## src/sv/spr_pkg.sv

```systemverilog
// Shared types and constants for the sprite span RLE decoder.
// This file has no dependencies. Every other file in the project imports it.
package spr_pkg;

  localparam logic [15:0] MAX_DIM_RESET = 16'd1280;

  typedef enum logic [1:0] {
    KIND_HDR_OK   = 2'd0,
    KIND_HDR_BAD  = 2'd1,
    KIND_PIXEL    = 2'd2
  } kind_t;

  typedef enum logic [2:0] {
    PH_WAIT   = 3'd0,
    PH_HEADER = 3'd1,
    PH_ROWCNT = 3'd2,
    PH_SKIP   = 3'd3,
    PH_LITCNT = 3'd4,
    PH_LIT    = 3'd5
  } phase_t;

  typedef enum logic {
    TOK_DATA  = 1'b0,
    TOK_START = 1'b1
  } tok_kind_t;

  typedef struct packed {
    tok_kind_t  kind;
    logic [7:0] data;
  } tok_t;

endpackage

```

## src/sv/spr_front.sv

```systemverilog
// Input stage of the decoder: takes one beat, tags it as frame start or data.
// Depends on spr_pkg. Feeds the token queue (spr_queue).
module spr_front (
  input  logic          clk,
  input  logic          rst,
  input  logic          in_valid,
  output logic          in_ready,
  input  logic          frame_start,
  input  logic [7:0]    data_byte,
  input  logic          q_full,
  output logic          push,
  output spr_pkg::tok_t push_tok
);
  import spr_pkg::*;

  logic stage_valid;
  tok_t stage;

  assign push     = stage_valid && !q_full;
  assign push_tok = stage;
  assign in_ready = !stage_valid || !q_full;

  always_ff @(posedge clk) begin
    if (rst) begin
      stage_valid <= 1'b0;
    end else if (in_ready) begin
      stage_valid <= in_valid;
    end
  end

  always_ff @(posedge clk) begin
    if (in_valid && in_ready) begin
      stage.kind <= frame_start ? TOK_START : TOK_DATA;
      stage.data <= data_byte;
    end
  end

endmodule

```

## src/sv/spr_queue.sv

```systemverilog
// Short token queue between the input stage and the decoder core.
// Depends on spr_pkg for the token type.
module spr_queue #(
  parameter int Depth = 4
) (
  input  logic          clk,
  input  logic          rst,
  input  logic          push,
  input  spr_pkg::tok_t push_tok,
  output logic          full,
  input  logic          pop,
  output logic          q_valid,
  output spr_pkg::tok_t q_tok
);
  import spr_pkg::*;

  localparam int PtrW = (Depth > 1) ? $clog2(Depth) : 1;
  localparam int CntW = $clog2(Depth + 1);

  tok_t            mem [Depth];
  logic [PtrW-1:0] wr_ptr;
  logic [PtrW-1:0] rd_ptr;
  logic [CntW-1:0] count;

  assign full    = (count == CntW'(Depth));
  assign q_valid = (count != '0);
  assign q_tok   = mem[rd_ptr];

  always_ff @(posedge clk) begin
    if (push) begin
      mem[wr_ptr] <= push_tok;
    end
  end

  always_ff @(posedge clk) begin
    if (rst) begin
      wr_ptr <= '0;
      rd_ptr <= '0;
      count  <= '0;
    end else begin
      if (push) begin
        wr_ptr <= (wr_ptr == PtrW'(Depth - 1)) ? '0 : wr_ptr + 1'b1;
      end
      if (pop) begin
        rd_ptr <= (rd_ptr == PtrW'(Depth - 1)) ? '0 : rd_ptr + 1'b1;
      end
      if (push && !pop) begin
        count <= count + 1'b1;
      end else if (pop && !push) begin
        count <= count - 1'b1;
      end
    end
  end

endmodule

```

## src/sv/spr_back.sv

```systemverilog
// Decoder core: header capture, row and group parsing, pixel placement.
// Holds the max_dim register and the result register. Depends on spr_pkg.
module spr_back (
  input  logic               clk,
  input  logic               rst,
  input  logic               cfg_we,
  input  logic [15:0]        cfg_data,
  input  logic               q_valid,
  input  spr_pkg::tok_t      q_tok,
  output logic               pop,
  output logic               out_valid,
  input  logic               out_ready,
  output logic [1:0]         kind,
  output logic [15:0]        pos_x,
  output logic [15:0]        pos_y,
  output logic [7:0]         pixel,
  output logic               in_bounds,
  output logic [15:0]        width,
  output logic [15:0]        height,
  output logic signed [15:0] offset_x,
  output logic signed [15:0] offset_y
);
  import spr_pkg::*;

  logic [15:0] max_dim;
  phase_t      phase, phase_next;
  logic [2:0]  header_index, header_index_next;
  logic [63:0] header_shadow, header_shadow_next;
  logic [7:0]  row_bytes_left, row_bytes_left_next;
  logic [7:0]  literals_left, literals_left_next;
  logic [15:0] cursor_x, cursor_x_next;
  logic [15:0] cursor_y, cursor_y_next;
  logic        first_row_seen, first_row_seen_next;

  logic        emit;
  kind_t       emit_kind;
  logic        emit_inb;
  logic [7:0]  b;
  logic [16:0] sum_x;
  logic [16:0] sum_y;
  logic [7:0]  rows_dec;
  logic [7:0]  lits_dec;
  logic [15:0] hw;
  logic [15:0] hh;

  assign pop = q_valid && (!out_valid || out_ready);
  assign b   = q_tok.data;

  always_ff @(posedge clk) begin
    if (rst) begin
      max_dim <= MAX_DIM_RESET;
    end else if (cfg_we) begin
      max_dim <= cfg_data;
    end
  end

  always_comb begin
    phase_next          = phase;
    header_index_next   = header_index;
    header_shadow_next  = header_shadow;
    row_bytes_left_next = row_bytes_left;
    literals_left_next  = literals_left;
    cursor_x_next       = cursor_x;
    cursor_y_next       = cursor_y;
    first_row_seen_next = first_row_seen;
    emit                = 1'b0;
    emit_kind           = KIND_PIXEL;
    emit_inb            = 1'b0;
    hw                  = header_shadow[15:0];
    hh                  = header_shadow[31:16];
    sum_x               = '0;
    sum_y               = '0;
    rows_dec            = (row_bytes_left != 8'd0) ? row_bytes_left - 8'd1 : 8'd0;
    lits_dec            = (literals_left != 8'd0) ? literals_left - 8'd1 : 8'd0;
    if (pop) begin
      if (q_tok.kind == TOK_START) begin
        header_shadow_next = {56'd0, b};
        header_index_next  = 3'd1;
        phase_next         = PH_HEADER;
      end else begin
        case (phase)
          PH_WAIT: begin
          end
          PH_HEADER: begin
            header_shadow_next[8*header_index +: 8] = b;
            if (header_index != 3'd7) begin
              header_index_next = header_index + 3'd1;
            end else begin
              header_index_next = 3'd0;
              hw   = header_shadow_next[15:0];
              hh   = header_shadow_next[31:16];
              emit = 1'b1;
              if (hw == 16'd0 || hh == 16'd0 || hw > max_dim || hh > max_dim) begin
                phase_next = PH_WAIT;
                emit_kind  = KIND_HDR_BAD;
              end else begin
                phase_next          = PH_ROWCNT;
                emit_kind           = KIND_HDR_OK;
                cursor_x_next       = '0;
                cursor_y_next       = '0;
                row_bytes_left_next = '0;
                literals_left_next  = '0;
                first_row_seen_next = 1'b0;
              end
            end
          end
          PH_ROWCNT: begin
            if (first_row_seen) begin
              sum_y         = {1'b0, cursor_y} + 17'd1;
              cursor_y_next = sum_y[16] ? 16'hFFFF : sum_y[15:0];
            end
            first_row_seen_next = 1'b1;
            cursor_x_next       = '0;
            row_bytes_left_next = b;
            phase_next          = (b == 8'd0) ? PH_ROWCNT : PH_SKIP;
          end
          PH_SKIP: begin
            sum_x               = {1'b0, cursor_x} + {9'd0, b};
            cursor_x_next       = sum_x[16] ? 16'hFFFF : sum_x[15:0];
            row_bytes_left_next = rows_dec;
            phase_next          = PH_LITCNT;
          end
          PH_LITCNT: begin
            row_bytes_left_next = rows_dec;
            literals_left_next  = b;
            if (b == 8'd0) begin
              phase_next = (rows_dec == 8'd0) ? PH_ROWCNT : PH_SKIP;
            end else begin
              phase_next = PH_LIT;
            end
          end
          PH_LIT: begin
            emit                = 1'b1;
            emit_kind           = KIND_PIXEL;
            emit_inb            = (cursor_x < hw) && (cursor_y < hh);
            sum_x               = {1'b0, cursor_x} + 17'd1;
            cursor_x_next       = sum_x[16] ? 16'hFFFF : sum_x[15:0];
            row_bytes_left_next = rows_dec;
            literals_left_next  = lits_dec;
            if (lits_dec == 8'd0) begin
              phase_next = (rows_dec == 8'd0) ? PH_ROWCNT : PH_SKIP;
            end
          end
          default: begin
            phase_next = PH_WAIT;
          end
        endcase
      end
    end
  end

  always_ff @(posedge clk) begin
    if (rst) begin
      phase          <= PH_WAIT;
      header_index   <= '0;
      header_shadow  <= '0;
      row_bytes_left <= '0;
      literals_left  <= '0;
      cursor_x       <= '0;
      cursor_y       <= '0;
      first_row_seen <= 1'b0;
      out_valid      <= 1'b0;
    end else begin
      phase          <= phase_next;
      header_index   <= header_index_next;
      header_shadow  <= header_shadow_next;
      row_bytes_left <= row_bytes_left_next;
      literals_left  <= literals_left_next;
      cursor_x       <= cursor_x_next;
      cursor_y       <= cursor_y_next;
      first_row_seen <= first_row_seen_next;
      if (pop && emit) begin
        out_valid <= 1'b1;
      end else if (out_ready) begin
        out_valid <= 1'b0;
      end
    end
  end

  always_ff @(posedge clk) begin
    if (pop && emit) begin
      kind      <= emit_kind;
      pos_x     <= (emit_kind == KIND_PIXEL) ? cursor_x : 16'd0;
      pos_y     <= (emit_kind == KIND_PIXEL) ? cursor_y : 16'd0;
      pixel     <= (emit_kind == KIND_PIXEL) ? b : 8'd0;
      in_bounds <= emit_inb;
      width     <= header_shadow_next[15:0];
      height    <= header_shadow_next[31:16];
      offset_x  <= signed'(header_shadow_next[47:32]);
      offset_y  <= signed'(header_shadow_next[63:48]);
    end
  end

endmodule

```

## src/sv/sprite_span_rle_decoder.sv

```systemverilog
// Top level of the sprite span RLE decoder: input stage, token queue, decoder core.
// Depends on spr_pkg, spr_front, spr_queue and spr_back.
//
// The block takes one frame byte per beat and sustains one beat per cycle
// while the result side keeps up: the decoder core updates its parse state
// for one byte in a single cycle, and a result register parts it from the
// output handshake. A byte is registered in the input stage, then in the
// token queue, then in the core's result register. A header beat yields a
// header result at its eighth byte, a literal byte yields a pixel result,
// and all other bytes yield nothing. max_dim resets to 1280. The user must
// write it with cfg_we only while the block is idle; the block does not enforce it.
module sprite_span_rle_decoder #(
  parameter int QueueDepth = 4
) (
  input  logic               clk,
  input  logic               rst,
  input  logic               cfg_we,
  input  logic [15:0]        cfg_data,
  input  logic               in_valid,
  output logic               in_ready,
  input  logic               frame_start,
  input  logic [7:0]         data_byte,
  output logic               out_valid,
  input  logic               out_ready,
  output logic [1:0]         kind,
  output logic [15:0]        pos_x,
  output logic [15:0]        pos_y,
  output logic [7:0]         pixel,
  output logic               in_bounds,
  output logic [15:0]        width,
  output logic [15:0]        height,
  output logic signed [15:0] offset_x,
  output logic signed [15:0] offset_y
);
  import spr_pkg::*;

  logic q_full;
  logic push;
  tok_t push_tok;
  logic pop;
  logic q_valid;
  tok_t q_tok;

  spr_front u_front (
    .clk         (clk),
    .rst         (rst),
    .in_valid    (in_valid),
    .in_ready    (in_ready),
    .frame_start (frame_start),
    .data_byte   (data_byte),
    .q_full      (q_full),
    .push        (push),
    .push_tok    (push_tok)
  );

  spr_queue #(
    .Depth (QueueDepth)
  ) u_queue (
    .clk      (clk),
    .rst      (rst),
    .push     (push),
    .push_tok (push_tok),
    .full     (q_full),
    .pop      (pop),
    .q_valid  (q_valid),
    .q_tok    (q_tok)
  );

  spr_back u_back (
    .clk       (clk),
    .rst       (rst),
    .cfg_we    (cfg_we),
    .cfg_data  (cfg_data),
    .q_valid   (q_valid),
    .q_tok     (q_tok),
    .pop       (pop),
    .out_valid (out_valid),
    .out_ready (out_ready),
    .kind      (kind),
    .pos_x     (pos_x),
    .pos_y     (pos_y),
    .pixel     (pixel),
    .in_bounds (in_bounds),
    .width     (width),
    .height    (height),
    .offset_x  (offset_x),
    .offset_y  (offset_y)
  );

endmodule

```

## config.mk

```make
export PLATFORM = sky130hd
export DESIGN_NAME = sprite_span_rle_decoder
export DESIGN_NICKNAME = d
export VERILOG_FILES = /design/src/sv/spr_pkg.sv /design/src/sv/spr_front.sv /design/src/sv/spr_queue.sv /design/src/sv/spr_back.sv /design/src/sv/sprite_span_rle_decoder.sv
export SDC_FILE = /design/constraint.sdc
export NUM_CORES = 1
export LEC_CHECK = 0
export BUFFER_PORTS_ARGS = -buffer_cell sky130_fd_sc_hd__buf_2
export CAP_MARGIN = 20
export CORE_UTILIZATION = 54
export CTS_CLUSTER_SIZE = 24
export DETAILED_ROUTE_END_ITERATION = 6
export PLACE_DENSITY = 0.76
export SLEW_MARGIN = 10
export SYNTH_ARGS = -nofsm -noshare
export SYNTH_HDL_FRONTEND = slang
export SYNTH_SLANG_ARGS = --single-unit
```

## constraint.sdc

```tcl
create_clock -name clk -period 6.8 [get_ports clk]
set_input_delay 0.34 -clock clk [delete_from_list [all_inputs] [get_ports clk]]
set_output_delay 0.34 -clock clk [all_outputs]
set_load 0.02 [all_outputs]
```

* Word-level counts from Yosys, hierarchy flattened
Memories as Yosys holds them, arrays and structs flattened. A register that Yosys moved wholly into a read port is not among the register bits.
Cells that the tools add are included.
** Storage, ports and cells
- Bits in registers :: 260
- RAM bits :: 36
- Memories :: 1
** Memories
- u_queue.mem :: depth 4, bits a word 9, rd ports 1, clocked after memory_dff 1, write ports 1, RTL line spr_queue.sv:20 : tok_t mem [Depth];
** Cells by class
- Add/subtract/negate cells :: 11
- Magnitude comparators :: 4
- Equality and inequality tests :: 16
- Shifts and indexed selects :: 2
- Mux-type cells :: 52
- Bitwise logic cells :: 3
- Reductions and logical operators :: 42
** Operators with widths (count)
- $mux W64 :: 3
- $mux W16 :: 6
- $bwmux W64 :: 1
- $pmux W16 S4 :: 1
- $shift A8 B34 Y64 const A :: 1
- $shiftx A8 B34 Y64 :: 1
- $pmux W8 S3 :: 2
- $add A16 B1 Y17 const B :: 2
- $neg A6 Y34 :: 1
- $gt A16 B16 Y1 :: 2
- $logic_not A16 Y1 :: 2
- $lt A16 B16 Y1 :: 2
- $mux W8 :: 4
- $pmux W16 S2 :: 1
- $mux W3 :: 9
- $logic_not A8 Y1 :: 3
- $reduce_and A5 Y1 :: 4
- $mux W2 :: 9
- $pmux W3 S6 :: 1
- $add A16 B8 Y17 :: 1
- $reduce_bool A8 Y1 :: 2
- $sub A8 B1 Y8 const B :: 2
- $mux W1 :: 13
- $eq A3 B3 Y1 const B :: 3
- 23 further kinds :: 54

* Longest topological paths before layout
Gate-level depths: netlist of run 1.
- Word-level depth :: 13
- Gate-level depth with buffers :: 20
- Mapped depth without buffers :: 16

* Cells and area by module
Synthesis of run 1 repeated with hierarchy kept, for this count alone.
** Second synthesis, totals
- Cells, all modules :: 1581
- Area, all modules :: 15320.9 um^2
** By module, submodules not included
- spr_back :: times used 1, cells an instance 1475, area each 13261.5 um^2, seq. area each 5935.7 um^2
- spr_queue :: times used 1, cells an instance 91, area each 1741.7 um^2, seq. area each 1261.2 um^2
- spr_front :: times used 1, cells an instance 15, area each 317.8 um^2, seq. area each 290.3 um^2

* Worst setup path after synthesis of run 1
OpenSTA, ideal clock, no wires.
- Kind :: register to register
- From :: register (tool-made name)
- To :: register u_back.height[0] (enable)
- Setup time :: 576 ps
- Data arrival time :: 6493 ps
- Required time :: 6224 ps
- Path slack :: -269 ps
- Cell stages (with the launch flop) :: 9
- Clock period less this slack :: 7069 ps
- Cell sequence :: dfxtp_1 > buf_6 > buf_6 > mux4_2 > inv_1 > o211ai_2 > or2_2 > clkbuf_1 > nor2_1
** RTL lines
- end signal, assigned :: RTL line spr_back.sv:188 : height <= header_shadow_next[31:16];
- end, declared :: RTL line spr_back.sv:19 : output logic [15:0] height,

* Worst setup path after layout of run 1
- From :: register u_back.header_index[0]
- To :: register u_back.cursor_y[10]
** Between the ends
- Cells in the longest elaborated chain, start to end :: 9
- Elaborated cells on any way between the ends :: 15
** RTL lines
- start, declared :: RTL line spr_back.sv:27 : logic [2:0] header_index, header_index_next;
- start signal, assigned :: RTL line spr_back.sv:165 : header_index <= header_index_next;
- branches (longest 8 deep; another with $neg A6 Y34)
- $reduce_and A6 Y1 (no source line) *
- end signal, assigned :: RTL line spr_back.sv:170 : cursor_y <= cursor_y_next;
- end, declared :: RTL line spr_back.sv:32 : logic [15:0] cursor_y, cursor_y_next;
Every way passes the cells marked *.
A chain may end at the register's enable or synchronous reset.

==> impl_metrics.toml, run 1 <==
[sta]
period_share = 0.780
max_slew.worst_pin.slew_ps = 1040
finalHoldViolations = 0
fin_skew_ps = 18.3
tns_ps = 0
hold_ws_ps = 7.89
max_freq_mhz = 189
setup_slack_ps = 1500
finalCriticalPeriod_ps = 5300
relSlewSlack = 0.304
rsz0062_at_grt = "no"
setup_viol = 0
maxSlewViolCount = 0

[worst_setup_path]
crit_slowest_cell = "nor2_2"
cp_top_family = "simple AND/OR/NAND/NOR gates"
required_ps = 7200
cp_max_fo = 18
end_kind = "register"
r2r_setup_slack_ps = 1500
rr_startpoint = "u_back.header_index[0]$_SDFFE_PP0P_"
start_kind = "register"
ff2ff_path_depth = 14
arrival_ps = 5700
cpMostUsedCell = "ha_1"
slowest_delay_ps = 700
cp_cell_sequence = "inv_1, ha_1, ha_1, nand4b_1, o21ai_0, ha_1, a211o_1, a31oi_1, a21oi_1, o21ai_0, and4b_1, a32oi_2, nor2_2, a221oi_1"
path_buf_inv = 1
rr_endpoint = "u_back.cursor_y[10]$_SDFFE_PP0P_"
path_class = "reg2reg"

[final_layout]
largest_reg_flops = 64
n_fill_cell = 2314
syn_to_final_growth_pct = 13.6
largestRegisters = "u_back.header_shadow x64, u_queue.mem x36"
regMostFlops = "u_back.header_shadow"
seq_area_sq_mm = 0.00749
drive_above_1_share = 0.161
diodes = 0
nNetsFinal = 1773
multi_input_area_sq_mm = 0.00724

[synth]
synth_cell_types = 86
synth_fa_ha_area_frac = 0.0762
synthesis.area_sq_mm = 0.0153
yosysTopAreaCell = "edfxtp_1"
async_flop_share = 0
synthTopCellsByArea = "edfxtp_1, dfxtp_1, ha_1"
synth-seq-cells = 298
avgSynthCellArea_sq_um = 10.0
synth_xor_xnor_area_share = 0.0103
synthSimpleGateAreaFrac = 0.175
yosysSeqAreaShare = 0.489
syn_inst = 1530
syn-num-nets = 1652
synth_edf_count = 152
ys_warn_count = 0
synthMuxAreaShare = 0.0288
synth_top_family_by_area = "compound AO/OA/AOI/OAI gates"
synth_compound_area_frac = 0.181
ys.flop_type = "edfxtp_1"
yosysTopAreaCellShare = 0.298

[cts]
numCtsBuffers = 30
clk_pin_slew_ps = 60
htreeDepth = 1
cts_root_buf = "clkbuf_16"
cts_buffer_depth = 3
clk-insertion-delay-late_ps = 570
cts_tree = "built"
cts_setup_buffers = 0
cts_sinks = 298

[job]
cap_violations = 0

[place]
dp_hpwl_mm = 30.3
io_buffers = 138
globalplace.congestion = 0.977
pre_cts_slack_ps = 1610

[global_route]
grtUsageTotal = 0.287
grt_pass1_vias = 11700
grt_max_degree = 57
gr-usage-met2 = 0.468
grt_pass1_wl_mm = 64.6
grt_overflow = 0
met3_usage = 0.0451
grt_antenna_before_repair = 0
grt.busiest_layer = "met2"
grtUsageMet1 = 0.384

[worst_hold_path]
hp-start = "cfg_data[10]"
hold_path_end = "u_back.max_dim[10]$_SDFFE_PP1P_"
hp-class = "in2reg"
worstHoldPathCells = 3

[status]
status = "complete, no violations"

[detailed_routing]
wire_per_inst_microns = 20.4
viasPerCell = 6.14
via_count = 12600
dr.pass1.iters = 6
wirelength_mm = 41.8
drtIter0Drc = 1318
drc = 0
ant_nets = 0

[pwr]
cellPowerDensity_mw_per_mm2 = 319
swShare = 0.369
clockPowerShare = 0.298
pwr-share-comb = 0.303
seqPwrFrac = 0.398
p_leak_nw = 6.53
p_sw_mw = 2.04
ir_worst_vdd_v = 0.000221
p_int_mw = 3.50

[floorplan]
core-area_sq_mm = 0.0279
rows = 61
fp.dieW_microns = 170
start_util = 0.550
die-area_sq_mm = 0.0290
ioPinCount = 139
fp.dieH_microns = 170
-- cell usage in the layout (no fill, tap or decap), types with 8 or more instances in the layout --
cell type and count:
a211oi_1 15, a211oi_2 17, a21o_1 18, a21oi_1 94, a221oi_1 9, a22o_1 35
a31oi_1 19, a31oi_2 8, and2_1 50, and3_1 16, buf_2 138, buf_4 13
clkbuf_16 31, dfxtp_1 146, dlygate4sd3_1 10, edfxtp_1 152, ha_1 90, inv_1 74
mux2i_1 26, nand2_1 113, nand2b_1 9, nand3_1 34, nand4_1 17, nor2_1 152
nor2b_1 33, nor3_1 62, nor4_1 11, o211ai_1 9, o21a_1 13, o21ai_0 66
o31ai_1 15, or3_1 11, xnor2_1 9, xor2_1 9
-- power by group through the flow --
stage / logic (mW) / clock network [mW] / registers, mW
2_1_floorplan: 1.06 / 0 / 2.28
3_3_place_gp: 1.61 / 0 / 2.24
6_report: 1.68 / 1.65 / 2.21
3_5_place_dp: 1.63 / 0 / 2.25
4_1_cts: 1.65 / 1.67 / 2.21
5_1_grt: 1.81 / 1.73 / 2.22
-- metal layers --
layer	up-vias	wire length, microns
li1	5875	-
met1	6015	17700
met5	-	0
met3	116	3480
met4	0	1570
met2	608	19100
-- per-stage QoR --
stage                      util  cell area (sq um)  power, mW  instances
after floorplan               -              15300       3.34       1530
after global placement    0.585              16300       3.85       1986
after detailed placement  0.585              16300       3.88       1986
after CTS                 0.624              17400       5.53       2052
after global routing      0.624              17400       5.76       2053
final                     0.624              17400       5.54       2053
-- cell usage after synthesis, drive strengths merged (6+ instances only) --
| library cell | n |
|---|---|
| mux2i | 26 |
| nor3 | 63 |
| o31ai | 15 |
| o21ai | 76 |
| or3 | 11 |
| xor2 | 9 |
| a21oi | 94 |
| nand2 | 113 |
| edfxtp | 152 |
| nor4 | 11 |
| and2 | 51 |
| nor2 | 157 |
| a211oi | 32 |
| clkbuf | 59 |
| buf | 13 |
| nand3 | 34 |
| o311ai | 6 |
| a2111oi | 6 |
| o22ai | 7 |
| o211ai | 10 |
| o21a | 13 |
| dfxtp | 146 |
| ha | 90 |
| or2 | 6 |
| a221oi | 9 |
| and3 | 16 |
| a22o | 35 |
| a21o | 18 |
| nand4 | 18 |
| a31oi | 27 |
| xnor2 | 9 |
| nor2b | 33 |
| inv | 80 |
| nand2b | 9 |
| mux2 | 9 |
-- timing repair --
| action | in CTS | in global routing |
|---|---|---|
| endpoints found under the hold margin | 10 | 0 |
| resized for setup | 0 | 0 |
| hold buffers | 10 | 0 |
| setup endpoints to repair | 0 | 0 |
-- worst register-to-register path: stages (launching register included) --
cell	delay [ps]
dfxtp_1	590
inv_1	200
ha_1	270
ha_1	370
nand4b_1	600
o21ai_0	410
ha_1	310
a211o_1	300
a31oi_1	190
a21oi_1	100
o21ai_0	240
and4b_1	450
a32oi_2	200
nor2_2	700
a221oi_1	200
-- layout make-up --
class	count	area share
clock inverter	17	0.00957
clock buffer	39	0.0475
tap	378	0.0272
timing repair buffer	161	0.0511
inverter	81	0.0175
sequential	298	0.431
multi-input combinational	1079	0.417
-- worst max-delay path by stage --
| stage | start | endpoint | slack (ps) | depth (start not counted) |
|---|---|---|---|---|
| finish | u_back.header_index[0]$_SDFFE_PP0P_ | u_back.cursor_y[10]$_SDFFE_PP0P_ | 1500 | 14 |
| global route | u_back.header_index[0]$_SDFFE_PP0P_ | u_back.cursor_y[10]$_SDFFE_PP0P_ | 1000 | 14 |
| CTS | register | u_back.cursor_y[10]$_SDFFE_PP0P_ | 1580 | 14 |
| detailed placement | register | u_back.cursor_y[10]$_SDFFE_PP0P_ | 1610 | 14 |
| global placement | register | u_back.cursor_y[10]$_SDFFE_PP0P_ | 1770 | 14 |
| floorplan | register | u_back.height[0]$_DFFE_PP_ | 1550 | 8 |
-- cells by family (layout without fill, tap and decap cells) --
family                   count (synthesis)  in the layout
AO/OA/AOI/OAI                          387            387
AND/OR/NAND/NOR                        544            544
buffers and inverters                  153            298
XOR/XNOR                                18             18
adder cells (fa/ha/maj)                 92             92
flip-flops                             298            298
multiplexers                            38             38
Power figures use the tool's default switching activity.
==> run 2: changes to the inputs <==
--- a/config.mk
+++ b/config.mk
@@ -7,10 +7,10 @@
 export LEC_CHECK = 0
 export BUFFER_PORTS_ARGS = -buffer_cell sky130_fd_sc_hd__buf_2
 export CAP_MARGIN = 20
-export CORE_UTILIZATION = 54
+export CORE_UTILIZATION = 60
 export CTS_CLUSTER_SIZE = 24
 export DETAILED_ROUTE_END_ITERATION = 6
-export PLACE_DENSITY = 0.76
+export PLACE_DENSITY = 0.8
 export SLEW_MARGIN = 10
 export SYNTH_ARGS = -nofsm -noshare
 export SYNTH_HDL_FRONTEND = slang
==> constraint.sdc (replaced) <==
create_clock -name clk -period 5 [get_ports clk]
set_input_delay 0.25 -clock clk [delete_from_list [all_inputs] [get_ports clk]]
set_output_delay 0.25 -clock clk [all_outputs]
set_load 0.02 [all_outputs]
==> impl_metrics.toml, run 2 (synthesis gave the netlist of run 1 again) <==
[sta]
rsz0062_at_grt = "no"
maxSlewViolCount = 0
setup_slack_ps = 344
relSlewSlack = 0.263
period_share = 0.931
max_slew.worst_pin.slew_ps = 1080
finalHoldViolations = 0
setup_viol = 0
hold_ws_ps = 81.5
finalCriticalPeriod_ps = 4660
tns_ps = 0
max_freq_mhz = 215
fin_skew_ps = 14.5

[detailed_routing]
dr.pass1.iters = 6
drc = 0
wirelength_mm = 41.7
viasPerCell = 6.21
via_count = 12700
ant_nets = 0
wire_per_inst_microns = 20.4
drtIter0Drc = 1047

[final_layout]
layout.cells.non_filler = 2045
final_cell_mix = "nor2_1, edfxtp_1, dfxtp_1"
largestRegisters = "u_back.header_shadow x64, u_queue.mem x36"
syn_to_final_growth_pct = 15.4
largest_reg_flops = 64
n_fill_cell = 1915
regMostFlops = "u_back.header_shadow"
seq_area_sq_mm = 0.00749
diodes = 0
drive_above_1_share = 0.169
multi_input_area_sq_mm = 0.00725
nNetsFinal = 1812

[floorplan]
rows = 58
fp.dieW_microns = 162
die-area_sq_mm = 0.0262
start_util = 0.610
ioPinCount = 139
fp.dieH_microns = 162
core-area_sq_mm = 0.0251

[global_route]
grt_max_degree = 101
grt_pass1_wl_mm = 64.9
grt_overflow = 0
grtUsageTotal = 0.316
grt_antenna_before_repair = 0
grt_pass1_vias = 12100

[worst_setup_path]
crit_slowest_cell = "dfxtp_1"
path_class = "reg2reg"
end_kind = "register"
rr_startpoint = "u_back.header_index[1]$_SDFFE_PP0P_"
path_buf_inv = 2
arrival_ps = 5110
required_ps = 5460
cp_top_family = "compound AO/OA/AOI/OAI gates"
cp_max_fo = 16
slowest_delay_ps = 510
crit_cells = 16
cp_cell_sequence = "inv_1, ha_1, ha_1, o311ai_2, nor2_2, a22o_1, ha_1, nor3_1, o21a_1, a311o_1, a21oi_1, and4b_1, a21boi_2, nor2_1, buf_4, a221oi_1"
ff2ff_path_depth = 16
cpMostUsedCell = "ha_1"
r2r_setup_slack_ps = 340
rr_endpoint = "u_back.cursor_x[2]$_SDFFE_PP0P_"
start_kind = "register"

[place]
io_buffers = 138
dpl.cell_count = 1959
dp_hpwl_mm = 29.9
pre_cts_slack_ps = 158
globalplace.congestion = 0.995

[cts]
cts_sinks = 298
cts_buffer_depth = 3
clk-insertion-delay-late_ps = 570
numCtsBuffers = 31
cts_root_buf = "clkbuf_16"
cts_tree = "built"
clk_pin_slew_ps = 60
htreeDepth = 1

[job]
cap_violations = 0

[pwr]
finalPower_mw = 7.68
cellPowerDensity_mw_per_mm2 = 435
ir_worst_vdd_v = 0.000366
p_leak_nw = 6.71

[status]
status = "complete, no violations"

[worst_hold_path]
worstHoldPathCells = 3
hp-class = "in2reg"
hold_path_end = "u_back.out_valid$_SDFFE_PP0P_"
hp-start = "out_ready"
==> run 2: worst max path at each step <==
stage                     slack (ps)                               end                           startpoint
after floorplan                  560  u_back.cursor_y[10]$_SDFFE_PP0P_  u_back.header_index[0]$_SDFFE_PP0P_
after global placement           320  u_back.cursor_y[10]$_SDFFE_PP0P_  u_back.header_index[1]$_SDFFE_PP0P_
after detailed placement         160  u_back.cursor_y[10]$_SDFFE_PP0P_  u_back.header_index[1]$_SDFFE_PP0P_
after CTS                        160  u_back.cursor_y[10]$_SDFFE_PP0P_  u_back.header_index[1]$_SDFFE_PP0P_
after global routing              50  u_back.cursor_y[15]$_SDFFE_PP0P_  u_back.header_index[1]$_SDFFE_PP0P_
final                            340   u_back.cursor_x[2]$_SDFFE_PP0P_  u_back.header_index[1]$_SDFFE_PP0P_
==> run 2: area by class of cell <==
type / instances / area share
Tap cell: 330 / 0.0234
Timing Repair Buffer: 199 / 0.0696
Sequential cell: 298 / 0.424
Multi-Input combinational cell: 1079 / 0.410
Clock inverter: 20 / 0.00942
Clock buffer: 38 / 0.0465
Inverter: 81 / 0.0172
==> run 2: timing repair <==
action / in CTS / in global routing
endpoints found under the hold margin: 26 / 0
gates resized for setup: 0 / 2
endpoints found under the setup margin: 0 / 15
hold buffers: 26 / 0
setup buffers: 0 / 0
==> run 2: stage by stage <==
stage	cell area [sq um]	util
finish	17700	0.704
global placement	16400	0.653
CTS	17600	0.703
floorplan	15300	-
detailed placement	16400	0.653
global route	17700	0.704
==> run 2: power breakdown <==
| part | switching (mW) | internal [mW] |
|---|---|---|
| registers | 0.135 | 2.82 |
| clock network | 0.953 | 1.27 |
| logic | 1.72 | 0.777 |
| total | 2.81 | 4.87 |
==> run 2: worst register-to-register path, delay by kind of cell, from the launching register on <==
| kind | cells | cell delay [ps] |
|---|---|---|
| flip-flops | 1 | 510 |
| AO/OA/AOI/OAI | 7 | 2070 |
| buffers and inverters | 2 | 320 |
| adder cells (fa/ha/maj) | 3 | 840 |
| AND/OR/NAND/NOR | 4 | 830 |
==> run 2: per-layer routing <==
layer / track usage / part of all wire / vias to the layer above
li1: - / - / 5953
met5: 0 / 0 / -
met4: 0.133 / 0.041 / 0
met1: 0.408 / 0.41 / 6020
met2: 0.525 / 0.47 / 601
met3: 0.0580 / 0.084 / 120
==> run 3: changes to the inputs <==
--- a/config.mk
+++ b/config.mk
@@ -7,6 +7,7 @@
 export LEC_CHECK = 0
 export BUFFER_PORTS_ARGS = -buffer_cell sky130_fd_sc_hd__buf_2
 export CAP_MARGIN = 20
+export CORE_MARGIN = 2
 export CORE_UTILIZATION = 60
 export CTS_CLUSTER_SIZE = 24
 export DETAILED_ROUTE_END_ITERATION = 6
==> impl_metrics.toml, run 3 (synthesis gave the netlist of run 1 again) <==
[detailed_routing]
wirelength_mm = 42.2
via_count = 12700
drc = 0
ant_nets = 0
viasPerCell = 6.22
wire_per_inst_microns = 20.7
dr.pass1.iters = 5
drtIter0Drc = 1407

[pwr]
ir_worst_vdd_v = 0.000396
p_leak_nw = 6.72
cellPowerDensity_mw_per_mm2 = 442
finalPower_mw = 7.83

[worst_setup_path]
cp_max_fo = 10
end_kind = "register"
path_class = "reg2reg"
rr_startpoint = "u_back.header_index[1]$_SDFFE_PP0P_"
cp_cell_sequence = "inv_1, ha_1, ha_1, o311ai_1, buf_4, o31ai_1, ha_1, nand4_1, nor3_1, or3_1, o21ai_0, and4b_2, a32oi_2, nor2_2, buf_4, a211oi_1"
crit_start = "u_back.header_index[1]$_SDFFE_PP0P_"
required_ps = 5390
crit_slowest_cell = "dfxtp_1"
arrival_ps = 5100
cpMostUsedCell = "ha_1"
start_kind = "register"
slowest_delay_ps = 510

[sta]
tns_ps = 0
rsz0062_at_grt = "no"
fin_skew_ps = 19.8
max_freq_mhz = 212
finalHoldViolations = 0
maxSlewViolCount = 0
setup_viol = 0
finalCriticalPeriod_ps = 4710
relSlewSlack = 0.269
max_slew.worst_pin.slew_ps = 1090
period_share = 0.942

[final_layout]
nNetsFinal = 1810
largestRegisters = "u_back.header_shadow x64, u_queue.mem x36"
finalInstanceArea_sq_mm = 0.0177
syn_to_final_growth_pct = 15.6
diodes = 0
drive_above_1_share = 0.168
final_cell_mix = "nor2_1, edfxtp_1, dfxtp_1"
largest_reg_flops = 64
regMostFlops = "u_back.header_shadow"

[floorplan]
rows = 58
start_util = 0.610
fp.dieH_microns = 164
die-area_sq_mm = 0.0268
ioPinCount = 139
fp.dieW_microns = 164
core-area_sq_mm = 0.0251

[place]
post_dp_cell_area_sq_mm = 0.0164
io_buffers = 138
globalplace.congestion = 0.991
dp_hpwl_mm = 29.9

[global_route]
grt_overflow = 0
grt_max_degree = 86
grt_antenna_before_repair = 0
grt_pass1_vias = 12000
grtUsageTotal = 0.313
grt_pass1_wl_mm = 65.9

[job]
cap_violations = 0

[cts]
clk_pin_slew_ps = 60
cts_buffer_depth = 3
cts_tree = "built"
clk-insertion-delay-late_ps = 570
cts_setup_buffers = 0
cts_sinks = 298
cts_root_buf = "clkbuf_16"
numCtsBuffers = 30
htreeDepth = 1

[worst_hold_path]
hp-start = "out_ready"
hp-class = "in2reg"

[status]
status = "complete, no violations"
[run 3: layout make-up]
class / instances / area [sq um]
multi-input cells: 1079 / 7260
flip-flops and latches: 298 / 7490
well taps: 330 / 413
inverters: 81 / 304
fillers: 1918 / 7400
clock buffers: 37 / 807
clock inverters: 19 / 230
repair buffers: 198 / 1210
[run 3: worst paths after layout]
kind / cells past startpoint / slack (ps) / endpoint
min reg2reg: 2 / 500 / u_back.header_shadow[33]$_SDFF_PP0_
max: 16 / 290 / u_back.cursor_y[2]$_SDFFE_PP0P_
max reg2reg: 16 / 290 / u_back.cursor_y[2]$_SDFFE_PP0P_
min: 3 / 50 / u_back.out_valid$_SDFFE_PP0P_
[run 3: what timing repair did]
item                                    4_1_cts  5_1_grt
gates resized for setup                       0        2
endpoints found under the setup margin        0       18
endpoints found under the hold margin        26        0
hold buffers                                 26        0
[run 3: stage by stage]
step	setup slack [ps]	cells	hold slack [ps]	util
floorplan	559	1530	349	-
global placement	510	1958	427	0.652
detailed placement	290	1958	428	0.652
CTS	276	2040	32.1	0.704
global route	33.6	2042	63.5	0.705
finish	290	2042	49.1	0.705
[run 3: metal layers]
metal  part of all wire  GRT usage  wire length [microns]
met1               0.41      0.427                  17400
met4              0.042      0.117                   1760
met5                  0          0                      0
met2               0.47      0.507                  19700
met3              0.081     0.0462                   3440
[run 3: power breakdown]
group,leakage (nW),internal (mW),switching [mW]
registers,2.57,2.82,0.150
clock network,0.507,1.40,0.950
logic,3.65,0.758,1.75
[run 3: worst max-delay path, delay by kind of cell, from the launching register on]
family / cells / cell delay [ps]
AOI/OAI and AO/OA: 5 / 1120
and+or+nand+nor: 5 / 1310
buffers and inverters: 3 / 620
adders and majority gates: 3 / 970
DFF: 1 / 510
